### config.mk
export PLATFORM = sky130hd
export DESIGN_NAME = scbc_ram
export DESIGN_NICKNAME = d
export VERILOG_FILES = /design/src/hdl/scbc_ram.sv
export SDC_FILE = /design/constraint.sdc
export NUM_CORES = 1
export LEC_CHECK = 0
export ABC_AREA = 1
export BUFFER_PORTS_ARGS = -buffer_cell sky130_fd_sc_hd__buf_2
export CELL_PAD_IN_SITES_DETAIL_PLACEMENT = 1
export CELL_PAD_IN_SITES_GLOBAL_PLACEMENT = 1
export CORE_ASPECT_RATIO = 1.75
export CORE_MARGIN = 8
export CORE_UTILIZATION = 46
export CTS_BUF_LIST = sky130_fd_sc_hd__clkbuf_4
export CTS_CLUSTER_DIAMETER = 120
export CTS_CLUSTER_SIZE = 24
export DETAILED_ROUTE_END_ITERATION = 8
export MAX_ROUTING_LAYER = met4
export PLACE_DENSITY = 0.87
export SYNTH_ARGS = -nofsm -noshare
export SYNTH_HDL_FRONTEND = slang
export SYNTH_SLANG_ARGS = --single-unit
### constraint.sdc
create_clock -name i_clk -period 1.1 [get_ports i_clk]
set_input_delay 0.11 -clock i_clk [delete_from_list [all_inputs] [get_ports i_clk]]
set_output_delay 0.11 -clock i_clk [all_outputs]
set_load 0.01 [all_outputs]
### src/hdl/scbc_ram.sv
// Generic single-port-write, single-port-read RAM with registered read.
// No dependencies.
`timescale 1ns / 1ps
`default_nettype none
module scbc_ram #(
    parameter int WIDTH = 8,
    parameter int DEPTH = 16
) (
    input  wire logic                     i_clk,
    input  wire logic                     i_we,
    input  wire logic [$clog2(DEPTH)-1:0] i_waddr,
    input  wire logic [WIDTH-1:0]         i_wdata,
    input  wire logic [$clog2(DEPTH)-1:0] i_raddr,
    output      logic [WIDTH-1:0]         o_rdata
);
    logic [WIDTH-1:0] r_mem [DEPTH];
    always_ff @(posedge i_clk) begin
        if (i_we) begin
            r_mem[i_waddr] <= i_wdata;
        end
        o_rdata <= r_mem[i_raddr];
    end
endmodule
`default_nettype wire
## Yosys cells after proc, flatten, opt, wreduce, memory -nomap -nowiden

Memories as Yosys holds them, arrays and structs flattened. A register that Yosys moved wholly into a read port is not among the register bits.
Cells that the tools add are included.

| storage, ports and cells | value |
|---|---|
| flip-flop bits (word level) | 0 |
| memory bits (writable) | 128 |
| output and inout bits | 8 |
| memories kept | 1 |

Memories:

| memory | depth | bits a word | read ports | clocked after Yosys merged registers in | wr ports | RTL line | source |
|---|---|---|---|---|---|---|---|
| r_mem | 16 | 8 | 1 | 1 | 1 | 16 | `logic [WIDTH-1:0] r_mem [DEPTH];` |

| cells by class | value |
|---|---|
| multiplexer cells | 2 |

Operators with widths:

| cell | count |
|---|---|
| 1-bit two-way mux | 2 |

## Logic depth before layout (Yosys ltp)

| logic depth | value |
|---|---|
| depth after elaboration | 2 |
| mapped depth | 8 |

## Worst setup path before layout

OpenSTA, ideal clock, no wires.

| timing | value |
|---|---|
| path kind | input -> register |
| from | input i_waddr[3] |
| to | memory r_mem[4][0], enable pin |
| setup time | 370 ps |
| arrival | 691 ps |
| setup slack | 39 ps |
| stages on the path | 2 |
| buffers on the path | 0 |
| cells stage by stage | nand3b_1 nor2_1 |

RTL lines:

| item | RTL line | source |
|---|---|---|
| start: declaration | 11 | `input wire logic [$clog2(DEPTH)-1:0] i_waddr,` |
| end: declaration | 16 |  |

Straight into the memory's write port.

## Worst setup path after layout

| timing | value |
|---|---|
| from | register o_rdata[3] (read register of r_mem) |
| to | output o_rdata[3] |

RTL lines:

| item | RTL line | source |
|---|---|---|
| start: declaration | 14 | `output logic [WIDTH-1:0] o_rdata` |

No word-level cell between the ends.

==> flow_summary_export.csv <==
group,metric,value,unit
run_status,outcome,"complete, but fails checks",
run_status,violations,"negative setup slack",
clocking,cts-buffers-inserted,17,
floorplanning,dieArea,16500,µm²
cells_and_area,nets,626,
setup_path,critPathBufInv,1,
setup_path,cp_max_fo,1,
synth,async_flop_share,0,%
timing,skew,21.2,ps
pwr,p_leak,2.89,nW
timing,final_hold_viol_count,0,
floorplanning,initial_utilization,46.6,%
synth,synth_seq_cells,136,
clocking,clockRootBuffer,"clkbuf_4",
timing,final_max_slew_viol_count,0,
synth,synthTopCellsByCount,"173 x nand2_1, 128 x edfxtp_1, 100 x inv_1",
synth,synth.distinct_cells,12,
cells_and_area,drive_gt1_share,15.6,%
timing,rsz0062_at_grt,"true",
synth,synth_nets,569,
placed_design,pre_cts_ws,-165,ps
synth,ys.flop_type,"edfxtp_1",
synth,synth_area,5770,µm²
clocking,clkTransAtPathRegs,130,ps
setup_path,cp-start-kind,"flip-flop",
timing,worstMarginPinSlew,356,ps
routing,drtIter0Drc,226,
cells_and_area,syn2layout_area_growth,15.8,%
floorplanning,core_area,12400,µm²
pwr,power_density,1520,nW/µm²
clocking,htreeDepth,4,
job,drv.max_cap_violation_count,0,
timing,relSlewSlack,76.2,%
setup_path,cp_cell_sequence,"buf_6",
timing,worst_slack,-36.5,ps
setup_path,worst_path_largest_cell_delay,370,ps
synth,netlist.area_leader.share,66.7,%
timing,timing.final.crit_share,103,%
synth,synth_area_leaders,"edfxtp_1 67%, nand2_1 11%, nand3_1 8.4%",
routing,vias,4005,
global_route,grt_pass1_wl,23.7,mm
routing,dr.pass1.iters,4,
synth,synth.avg_cell_area,10.5,µm²
worst_hold_path,whs_path_depth,4,
floorplanning,io-pin-count,26,
worst_hold_path,hold_class,"in2reg",
synth,yosys_warnings,0,
setup_path,crit_cells,1,
timing,fmax,0.880,GHz
clocking,cts_max_path_buffers,2,
routing,viasPerCell,5.08,
routing,routedWlPerCell,19.3,µm
timing,setup-tns-final,-39.0,ps
floorplanning,die_x,101,µm
global_route,grt_pass1_vias,4294,
setup_path,slowest_stage,"dfxtp_4",
global_route,grt_max_degree,65,
synth,synth_cells,551,
setup_path,cp.arrival,1030,ps
setup_path,crit_family,"flip-flops",
setup_path,cp.required,990,ps
clocking,cts_tree,"yes",
global_route,antenna_found_initial,1,
placed_design,io_buffers,25,
setup_path,cp-end-kind,"output pin",
global_route,overflow,0,
pwr,vdd_drop_max,0.891,mV
setup_path,path_class,"reg2out",
setup_path,r2r_setup_slack,60,ps
synth,synth_edf_count,128,
routing,drc,0,
routing,ant_nets,0,
floorplanning,rows,54,
placed_design,gp_routability_congestion,0.837,
timing,setup_violations,2,
synth,seq_area_frac_synth,69.4,%
placed_design,hpwl,10.4,mm
synth,synth_most_common_cell,"nand2_1",
clocking,insertion_delay,530,ps
synth,yosys.area.top_type,"edfxtp_1",
routing,postRouteWirelength,15.2,mm
setup_path,rr_worst_depth,6,
timing,min_period,1140,ps
clocking,clkSinkCount,136,
floorplanning,chipHeight,164,µm
global_route,grt_usage,20.2,%
[cell type report]
cell class	instances	area, µm²
sequential	136	4010
clock inverter	14	176
clock buffer	17	128
timing repair buffer	62	536
antenna	1	2.50
fill	1383	5690
inverter	102	383
tap	168	210
multi-input combinational	289	1230
[layout by cell type (no fill, tap or decap), drive strengths merged]
cell type,n
nor2,17
nand3,97
dfxtp,8
diode,1
clkinvlp,5
clkbuf,17
inv,104
nand2,173
buf,54
edfxtp,128
clkinv,4
dlygate4sd3,8
nand3b,2
bufinv,3
[per-stage QoR]
| step | cells | cell area, µm² | hold slack, ps | utilization (%) | total power [mW] |
|---|---|---|---|---|---|
| 2_1_floorplan | 551 | 5770 | 209 | - | 6.35 |
| 3_3_place_gp | 749 | 6230 | 510 | 50.4 | 6.67 |
| 3_5_place_dp | 749 | 6230 | 511 | 50.4 | 6.74 |
| 4_1_cts | 788 | 6650 | 5.64 | 53.8 | 10.2 |
| 5_1_grt | 789 | 6680 | 23.7 | 54.0 | 10.5 |
| 6_report | 789 | 6680 | 53.2 | 54.0 | 10.2 |
[registers in the layout, summed over array words and instances (netlist names)]
register  count
o_rdata       8
r_mem       128
[timing repair]
action	in CTS	in global routing
hold endpoints to repair	128	0
setup buffers	0	0
endpoints found under the setup margin	8	11
gates resized for setup	13	6
pin swaps	0	0
hold buffers	8	0
[logic make-up (layout without fill, tap and decap cells)]
family / count (synthesis) / after routing / synth area share (%)
other: 0 / 1 / 0
flip-flops: 136 / 136 / 69.4
buffers and inverters: 126 / 195 / 9.52
AND/OR/NAND/NOR: 289 / 289 / 21.0
[where the power goes]
| part | switching (mW) | internal [mW] | leakage (nW) | total [mW] |
|---|---|---|---|---|
| registers | 0.0438 | 5.79 | 1.22 | 5.83 |
| clock network | 1.90 | 1.58 | 0.147 | 3.48 |
| logic | 0.546 | 0.299 | 1.52 | 0.845 |
[per-layer routing]
| layer | part of all wire, % | GRT usage [%] |
|---|---|---|
| met1 | 38 | 21.7 |
| met4 | 3.2 | 9.97 |
| met2 | 54 | 35.0 |
| met3 | 4.9 | 3.61 |
| met5 | 0 | - |
[worst paths after layout]
path | from | end
setup / recovery | o_rdata[3]$_DFF_P_ | o_rdata[3]
hold / removal | i_raddr[3] | o_rdata[0]$_DFF_P_
setup reg to reg | r_mem[1][5]$_DFFE_PP_ | o_rdata[5]$_DFF_P_
hold reg to reg | r_mem[11][7]$_DFFE_PP_ | o_rdata[7]$_DFF_P_
(Power assumes the default switching activity.)
